[config.mk]
export PLATFORM = sky130hd
export DESIGN_NAME = hex_codepoint_to_utf8_unit_flat
export DESIGN_NICKNAME = d
export VERILOG_FILES = /design/src/sv/h2u8_pkg.sv /design/src/sv/h2u8_if.sv /design/src/sv/h2u8_encode.sv /design/src/sv/hex_codepoint_to_utf8_unit.sv /design/src/flat_wrapper.sv
export SDC_FILE = /design/constraint.sdc
export NUM_CORES = 1
export LEC_CHECK = 0
export BUFFER_PORTS_ARGS = -buffer_cell sky130_fd_sc_hd__buf_4
export CORE_ASPECT_RATIO = 1.25
export CORE_MARGIN = 10
export CORE_UTILIZATION = 55
export DETAILED_ROUTE_END_ITERATION = 12
export PLACE_DENSITY_LB_ADDON = 0.3
export RECOVER_POWER = 25
export SLEW_MARGIN = 10
export SYNTH_ARGS = -nofsm -noshare
export SYNTH_HDL_FRONTEND = slang
export SYNTH_SLANG_ARGS = --single-unit
[constraint.sdc]
create_clock -name clk_i -period 2.8 [get_ports clk_i]
set_input_delay 0.42 -clock clk_i [delete_from_list [all_inputs] [get_ports clk_i]]
set_output_delay 0.42 -clock clk_i [all_outputs]
set_load 0.01 [all_outputs]
[src/sv/h2u8_pkg.sv]
// ----------------------------------------------------------------------------
// h2u8_pkg
// Shared types, constants and helpers for the hex code point to UTF-8 unit.
// ----------------------------------------------------------------------------
package h2u8_pkg;

  localparam int unsigned MAX_HEX_DIGITS = 6;
  localparam int unsigned CNT_W          = 3;
  localparam int unsigned VAL_W          = 24;

  typedef logic [7:0]       byte_t;
  typedef logic [VAL_W-1:0] code_t;

  // prefix tracking codes
  localparam logic [1:0] PH_START = 2'd0;
  localparam logic [1:0] PH_U     = 2'd1;
  localparam logic [1:0] PH_BODY  = 2'd2;

  // result status codes
  localparam logic [1:0] ST_OK    = 2'd0;
  localparam logic [1:0] ST_NOHEX = 2'd1;
  localparam logic [1:0] ST_RANGE = 2'd2;

  localparam byte_t CH_U    = 8'h55;
  localparam byte_t CH_PLUS = 8'h2B;

  localparam code_t LIM_1B  = 24'h000080;
  localparam code_t LIM_2B  = 24'h000800;
  localparam code_t LIM_3B  = 24'h010000;
  localparam code_t LIM_MAX = 24'h110000;

  localparam byte_t LEAD_2B = 8'hC0;
  localparam byte_t LEAD_3B = 8'hE0;
  localparam byte_t LEAD_4B = 8'hF0;
  localparam byte_t CONT_B  = 8'h80;

  // encoded code point: up to four bytes, first byte in slot 0
  typedef struct packed {
    byte_t [3:0] bytes;
    logic  [2:0] count;
    logic  [1:0] status;
  } enc_t;

  // {is_hex, digit value}
  function automatic logic [4:0] hex_value(input byte_t c);
    logic [4:0] r;
    r = 5'd0;
    if (c >= 8'h30 && c <= 8'h39) begin
      r = {1'b1, c[3:0]};
    end else if ((c >= 8'h41 && c <= 8'h46) || (c >= 8'h61 && c <= 8'h66)) begin
      r = {1'b1, c[3:0] + 4'd9};
    end
    return r;
  endfunction

endpackage

[src/sv/h2u8_if.sv]
// ----------------------------------------------------------------------------
// h2u8 stream interfaces
// Character input channel and encoded byte output channel.
// ----------------------------------------------------------------------------
interface h2u8_in_if import h2u8_pkg::*; ();
  logic  valid;
  logic  ready;
  byte_t char_in;
  logic  end_of_string;
  logic  no_char;

  modport source (output valid, char_in, end_of_string, no_char, input ready);
  modport sink   (input valid, char_in, end_of_string, no_char, output ready);
endinterface

interface h2u8_out_if import h2u8_pkg::*; ();
  logic       valid;
  logic       ready;
  byte_t      utf8_byte;
  logic       run_last;
  logic [1:0] status;

  modport source (output valid, utf8_byte, run_last, status, input ready);
  modport sink   (input valid, utf8_byte, run_last, status, output ready);
endinterface

[src/sv/h2u8_encode.sv]
// ----------------------------------------------------------------------------
// h2u8_encode
// Range check and UTF-8 byte split of one gathered code point.
// ----------------------------------------------------------------------------
module h2u8_encode import h2u8_pkg::*; (
  input  code_t value_i,
  input  logic  bad_i,
  output enc_t  enc_o
);

  always_comb begin
    enc_o        = '0;
    enc_o.count  = 3'd1;
    enc_o.status = ST_OK;
    if (bad_i) begin
      enc_o.status = ST_NOHEX;
    end else if (value_i >= LIM_MAX) begin
      enc_o.status = ST_RANGE;
    end else if (value_i < LIM_1B) begin
      enc_o.bytes[0] = value_i[7:0];
    end else if (value_i < LIM_2B) begin
      enc_o.count    = 3'd2;
      enc_o.bytes[0] = LEAD_2B | {3'b000, value_i[10:6]};
      enc_o.bytes[1] = CONT_B | {2'b00, value_i[5:0]};
    end else if (value_i < LIM_3B) begin
      enc_o.count    = 3'd3;
      enc_o.bytes[0] = LEAD_3B | {4'b0000, value_i[15:12]};
      enc_o.bytes[1] = CONT_B | {2'b00, value_i[11:6]};
      enc_o.bytes[2] = CONT_B | {2'b00, value_i[5:0]};
    end else begin
      enc_o.count    = 3'd4;
      enc_o.bytes[0] = LEAD_4B | {5'b00000, value_i[20:18]};
      enc_o.bytes[1] = CONT_B | {2'b00, value_i[17:12]};
      enc_o.bytes[2] = CONT_B | {2'b00, value_i[11:6]};
      enc_o.bytes[3] = CONT_B | {2'b00, value_i[5:0]};
    end
  end

endmodule

[src/sv/hex_codepoint_to_utf8_unit.sv]
// ----------------------------------------------------------------------------
// hex_codepoint_to_utf8_unit
// Parses a hex code point string (optional "U+") and emits its UTF-8 bytes.
// ----------------------------------------------------------------------------
// Characters are taken one per cycle into an input register (unless a closing
// character is held there) and parsed from there; characters that do not close a
// string give no output. The closing character loads the encoded bytes (one to
// four, or a single error beat) into a byte buffer that drains one beat per cycle,
// while the output accepts, through the output register, so a closing character
// waits in the input register until the previous code point has at most one beat
// left and that beat is leaving.
module hex_codepoint_to_utf8_unit import h2u8_pkg::*; (
  input logic         clk_i,
  input logic         rst_ni,
  h2u8_in_if.sink     in_i,
  h2u8_out_if.source  out_o
);

  // input register
  logic  s1_valid_q;
  byte_t s1_char_q;
  logic  s1_eos_q;
  logic  s1_none_q;

  // parser state
  logic [1:0]       phase_q, phase_d;
  logic [CNT_W-1:0] cnt_q, cnt_d;
  code_t            val_q, val_d;
  logic             bad_q, bad_d;
  logic             bad_fin;
  logic             take;
  logic [4:0]       hv;

  // byte buffer
  byte_t [3:0] buf_q;
  logic  [2:0] rem_q;
  logic  [1:0] bst_q;

  // output register
  logic       out_valid_q;
  byte_t      out_byte_q;
  logic       out_last_q;
  logic [1:0] out_st_q;

  logic out_free, pop, buf_load, consume;
  enc_t enc;

  assign out_free = !out_valid_q || out_o.ready;
  assign pop      = (rem_q != 3'd0) && out_free;
  // a closing item needs the buffer empty after this cycle
  assign consume  = s1_valid_q && (!s1_eos_q || rem_q == 3'd0 ||
                                   (rem_q == 3'd1 && pop));
  assign buf_load = consume && s1_eos_q;
  assign in_i.ready = !s1_valid_q || consume;

  always_comb begin
    phase_d = phase_q;
    cnt_d   = cnt_q;
    val_d   = val_q;
    bad_d   = bad_q;
    take    = 1'b0;
    hv      = hex_value(s1_char_q);
    if (!s1_none_q) begin
      case (phase_q)
        PH_START: begin
          if (s1_char_q == CH_U) begin
            phase_d = PH_U;
          end else begin
            phase_d = PH_BODY;
            take    = 1'b1;
          end
        end
        PH_U: begin
          phase_d = PH_BODY;
          if (!(s1_char_q == CH_PLUS && !s1_eos_q)) begin
            bad_d = 1'b1;
          end
        end
        default: begin
          take = 1'b1;
        end
      endcase
    end
    if (take && !bad_q && cnt_q < CNT_W'(MAX_HEX_DIGITS)) begin
      if (hv[4]) begin
        val_d = {val_q[VAL_W-5:0], hv[3:0]};
        cnt_d = cnt_q + CNT_W'(1);
      end else begin
        bad_d = 1'b1;
      end
    end
    // a lone leading U is a non-hex character
    bad_fin = bad_d || (phase_d == PH_U);
  end

  h2u8_encode u_encode (
    .value_i (val_d),
    .bad_i   (bad_fin),
    .enc_o   (enc)
  );

  always_ff @(posedge clk_i or negedge rst_ni) begin
    if (!rst_ni) begin
      s1_valid_q <= 1'b0;
    end else if (in_i.ready) begin
      s1_valid_q <= in_i.valid;
    end
  end

  always_ff @(posedge clk_i) begin
    if (in_i.ready && in_i.valid) begin
      s1_char_q <= in_i.char_in;
      s1_eos_q  <= in_i.end_of_string;
      s1_none_q <= in_i.no_char;
    end
  end

  always_ff @(posedge clk_i or negedge rst_ni) begin
    if (!rst_ni) begin
      phase_q <= PH_START;
      cnt_q   <= '0;
      val_q   <= '0;
      bad_q   <= 1'b0;
    end else if (consume) begin
      if (s1_eos_q) begin
        phase_q <= PH_START;
        cnt_q   <= '0;
        val_q   <= '0;
        bad_q   <= 1'b0;
      end else begin
        phase_q <= phase_d;
        cnt_q   <= cnt_d;
        val_q   <= val_d;
        bad_q   <= bad_d;
      end
    end
  end

  always_ff @(posedge clk_i or negedge rst_ni) begin
    if (!rst_ni) begin
      rem_q <= 3'd0;
    end else if (buf_load) begin
      rem_q <= enc.count;
    end else if (pop) begin
      rem_q <= rem_q - 3'd1;
    end
  end

  always_ff @(posedge clk_i) begin
    if (buf_load) begin
      buf_q <= enc.bytes;
      bst_q <= enc.status;
    end else if (pop) begin
      buf_q <= {8'h00, buf_q[3:1]};
    end
  end

  always_ff @(posedge clk_i or negedge rst_ni) begin
    if (!rst_ni) begin
      out_valid_q <= 1'b0;
    end else if (out_free) begin
      out_valid_q <= pop;
    end
  end

  always_ff @(posedge clk_i) begin
    if (pop) begin
      out_byte_q <= buf_q[0];
      out_last_q <= (rem_q == 3'd1);
      out_st_q   <= bst_q;
    end
  end

  assign out_o.valid     = out_valid_q;
  assign out_o.utf8_byte = out_byte_q;
  assign out_o.run_last  = out_last_q;
  assign out_o.status    = out_st_q;

endmodule
[src/flat_wrapper.sv]
// flat-port wrapper written by rule: the top's interface ports become plain ports
module hex_codepoint_to_utf8_unit_flat import h2u8_pkg::*;
  (clk_i, rst_ni, in_i_valid, in_i_char_in, in_i_end_of_string, in_i_no_char, in_i_ready, out_o_valid, out_o_utf8_byte, out_o_run_last, out_o_status, out_o_ready);
  h2u8_in_if in_i_i ();
  h2u8_out_if out_o_i ();
  input logic clk_i;
  input logic rst_ni;
  input wire logic [$bits(in_i_i.valid)-1:0] in_i_valid;
  input wire logic [$bits(in_i_i.char_in)-1:0] in_i_char_in;
  input wire logic [$bits(in_i_i.end_of_string)-1:0] in_i_end_of_string;
  input wire logic [$bits(in_i_i.no_char)-1:0] in_i_no_char;
  output wire logic [$bits(in_i_i.ready)-1:0] in_i_ready;
  output wire logic [$bits(out_o_i.valid)-1:0] out_o_valid;
  output wire logic [$bits(out_o_i.utf8_byte)-1:0] out_o_utf8_byte;
  output wire logic [$bits(out_o_i.run_last)-1:0] out_o_run_last;
  output wire logic [$bits(out_o_i.status)-1:0] out_o_status;
  input wire logic [$bits(out_o_i.ready)-1:0] out_o_ready;
  assign in_i_i.valid = in_i_valid;
  assign in_i_i.char_in = in_i_char_in;
  assign in_i_i.end_of_string = in_i_end_of_string;
  assign in_i_i.no_char = in_i_no_char;
  assign in_i_ready = in_i_i.ready;
  assign out_o_valid = out_o_i.valid;
  assign out_o_utf8_byte = out_o_i.utf8_byte;
  assign out_o_run_last = out_o_i.run_last;
  assign out_o_status = out_o_i.status;
  assign out_o_i.ready = out_o_ready;
  hex_codepoint_to_utf8_unit u_core (.clk_i(clk_i), .rst_ni(rst_ni), .in_i(in_i_i), .out_o(out_o_i));
endmodule
==> flow_summary.toml <==
[critical_path]
endpoint_kind = "flip-flop"
worstPathArrival_ps = 3010
required_ps = 3040
timing_worst_setup_path_type = "reg2reg"
cp-start-kind = "flip-flop"
cp-startpoint = "u_core.s1_char_q[0]$_DFFE_PP_"
crit_fanout = 6
r2r-start = "u_core.s1_char_q[0]$_DFFE_PP_"

[logic_synthesis]
avgSynthCellArea_um2 = 10.85
ys_types = 61
ys.flop_type = "edfxtp_1"
synth_async_sr_flop_share = 0.4023
synth_nets = 437
synth_cells = 415
yosys_warnings = 0
syn_area_um2 = 4504
synth_edf_count = 52
yosysSeqAreaShare = 0.5411
ys_ff_latch = 87

[floorplanning]
rows = 36
io_pins = 27
initial_utilization = 0.5714
core_area_um2 = 7883
dieArea_um2 = 12230
die-width_um = 100.9
dieHeight_um = 121.2

[clock_network]
clk_latency_ps = 380
clkTransAtPathRegs_ps = 90
htreeDepth = 3
clock-root-buffer = "clkbuf_8"
cts_buffers = 9
clock-sinks = 87
cts.path.max_buffers = 2
cts.hold.buffers_added = 0
cts_tree = "done"

[layout]
fin_util = 0.7056
layout.nets = 510
diodes = 0
drive_above_1_share = 0.2941
area_growth_pct = 23.47
fin_cells = 588
fin_area_um2 = 5562

[pwr]
power_mw = 6.389
ir_worst_vdd_v = 0.0007441
p_leak_nw = 2.190
power.density_nw_per_um2 = 1149

[run]
drv_cap = 1

[timing]
setup_viol = 0
maxSlewViolCount = 36
tightest_slew_ps = 2014
fin_skew_ps = 5.555
max_freq_mhz = 360.4
rsz0062_at_grt = "yes"
min_period_over_period = 0.9911
hold_viol = 0
period_minus_slack_ps = 2775
slew_headroom = -0.3425

[detailed_routing]
drtAntennaViolNets = 0
wirelength_mm = 12.53
wl_per_cell_um = 21.30
first_iter_violations = 449
vias_per_cell = 6.430
drtPass1Iterations = 6
drc = 0
num_vias = 3781

[outcome]
run_status = "complete, but fails checks"
violations = "capacitance limit, slew limit"

[placement]
port_buffers = 26
placed_cell_area_um2 = 5029
dpl.hpwl_mm = 8.700
placed_cells = 557
finalWeightedCongestion = 0.9170

[global_routing]
antenna_found_initial = 0
grt_max_degree = 36
grt_pass1_vias = 3631
grt.overflow.total = 0
grt_util_all_layers = 0.2022
grt_pass1_wl_mm = 19.35

[hold_path]
hp-start = "in_i_valid"
hold_class = "in2reg"
==> sequential cells by signal, indices dropped and copies added, names as in the netlist <==
name and count:
u_core.buf_q 29, u_core.val_q 24, u_core.out_o.utf8_byte 8, u_core.s1_char_q 8, u_core.cnt_q 3, u_core.rem_q 3, u_core.bst_q 2, u_core.out_o.status 2
u_core.phase_q 2, u_core.bad_q 1, u_core.out_o.run_last 1, u_core.out_o.valid 1, u_core.s1_eos_q 1, u_core.s1_none_q 1, u_core.s1_valid_q 1
==> power breakdown <==
group	internal (mW)	switching (mW)
combinational	1.30	1.91
clock	0.341	0.503
sequential	1.99	0.350
==> synthesized netlist by cell type, drive strengths merged, types with 3 or more instances <==
cell type / n / area [um2]
a211oi: 4 / 30.03
a21o: 4 / 30.03
a21oi: 23 / 126.4
a22o: 8 / 70.07
a22oi: 8 / 60.06
a31oi: 7 / 50.05
a32o: 3 / 30.03
a32oi: 4 / 35.03
and2: 5 / 31.28
buf: 10 / 60.05
clkbuf: 10 / 37.54
dfrtp: 35 / 875.8
edfxtp: 52 / 1562
ha: 8 / 100.1
inv: 11 / 41.29
mux2: 9 / 101.3
mux2i: 13 / 130.1
nand2: 49 / 183.9
nand2b: 4 / 25.02
nand3: 10 / 50.05
nor2: 27 / 108.9
nor2b: 4 / 25.02
nor3: 12 / 70.07
nor4: 4 / 25.02
o2111ai: 4 / 35.03
o211ai: 6 / 68.81
o21ai: 42 / 221.5
o21bai: 3 / 22.52
o31a: 5 / 43.79
or2: 3 / 18.77
or3: 5 / 41.29
==> path summary, 6_finish.rpt <==
| path | end | slack (ps) | cells past startpoint |
|---|---|---|---|
| setup / recovery | u_core.buf_q[17]$_DFFE_PP_ | 20 | 10 |
| hold reg to reg | u_core.out_o.utf8_byte[1]$_DFFE_PP_ | 420 | 0 |
| max in group asynchronous | u_core.val_q[7]$_DFFE_PN0P_ | 1040 | 1 |
| min in group asynchronous | u_core.val_q[21]$_DFFE_PN0P_ | 600 | 1 |
| hold / removal | u_core.s1_valid_q$_DFFE_PN0N_ | 230 | 2 |
| setup reg to reg | u_core.buf_q[17]$_DFFE_PP_ | 20 | 10 |
==> worst max-delay path: stages, from the launching register on <==
cell	delay (ps)
edfxtp_1	380
buf_4	140
ha_4	140
nand4b_1	130
or3_4	450
o21ai_4	220
buf_8	190
o211ai_4	100
a21o_4	270
or3_4	450
o211ai_2	170
==> kinds of logic (layout without fill, tap and decap cells) <==
group	Yosys count	after routing	share of synthesized area
mux	22	22	0.05139
flops	87	87	0.5411
buf+inv	31	107	0.03083
compound gates	133	133	0.2058
xor+xnor	3	3	0.005834
fa+ha+maj	8	8	0.02222
simple gates	131	133	0.1428
==> per-layer routing <==
layer  global-route usage  share of wire
met4               0.1047          0.041
met1               0.2563           0.40
met5                    0              0
met2               0.3196           0.50
met3              0.03875          0.062
==> per-stage QoR <==
| step | hold WS (ps) | setup WS [ps] | setup TNS, ps |
|---|---|---|---|
| after floorplan | 124.4 | 92.95 | 0 |
| after global placement | 400.4 | -5.182 | -5.182 |
| after detailed placement | 404.5 | -46.14 | -101.6 |
| after CTS | 11.64 | 14.88 | 0 |
| after global routing | 226.3 | -91.53 | -925.8 |
| final | 233.4 | 24.93 | 0 |
==> cell usage in the layout, fill, tap and decap left out, types with 5 or more instances in the layout <==
| master | netlist | routed |
|---|---|---|
| o21ai_0 | 21 | 21 |
| clkbuf_8 | 0 | 9 |
| nor2_1 | 26 | 25 |
| clkbuf_4 | 0 | 10 |
| inv_1 | 10 | 9 |
| dfrtp_1 | 35 | 35 |
| a22o_1 | 8 | 8 |
| and2_1 | 5 | 5 |
| nor3_1 | 10 | 10 |
| ha_1 | 8 | 7 |
| mux2_2 | 5 | 7 |
| a31oi_1 | 6 | 6 |
| o31a_1 | 5 | 5 |
| nand3_1 | 10 | 9 |
| buf_4 | 2 | 61 |
| edfxtp_1 | 52 | 52 |
| o21ai_1 | 20 | 16 |
| mux2i_1 | 13 | 8 |
| a22oi_1 | 8 | 8 |
| nand2_1 | 49 | 47 |
| a21oi_1 | 20 | 19 |
==> final cells by class <==
class / count / area (um2)
fill: 556 / 2321
clock buffer: 9 / 123.9
sequential: 87 / 2437
multi-input combinational: 299 / 2122
tap: 95 / 118.9
clock inverter: 7 / 61.31
inverter: 11 / 41.29
timing repair buffer: 80 / 656.9
==> repair_timing <==
item / CTS / global route
setup buffers: 1 / 11
resized for setup: 6 / 42
hold endpoints to repair: 0 / 0
endpoints found under the setup margin: 12 / 31
cloned: 1 / 2
pin swaps: 2 / 12
Power figures use the tool's default switching activity.
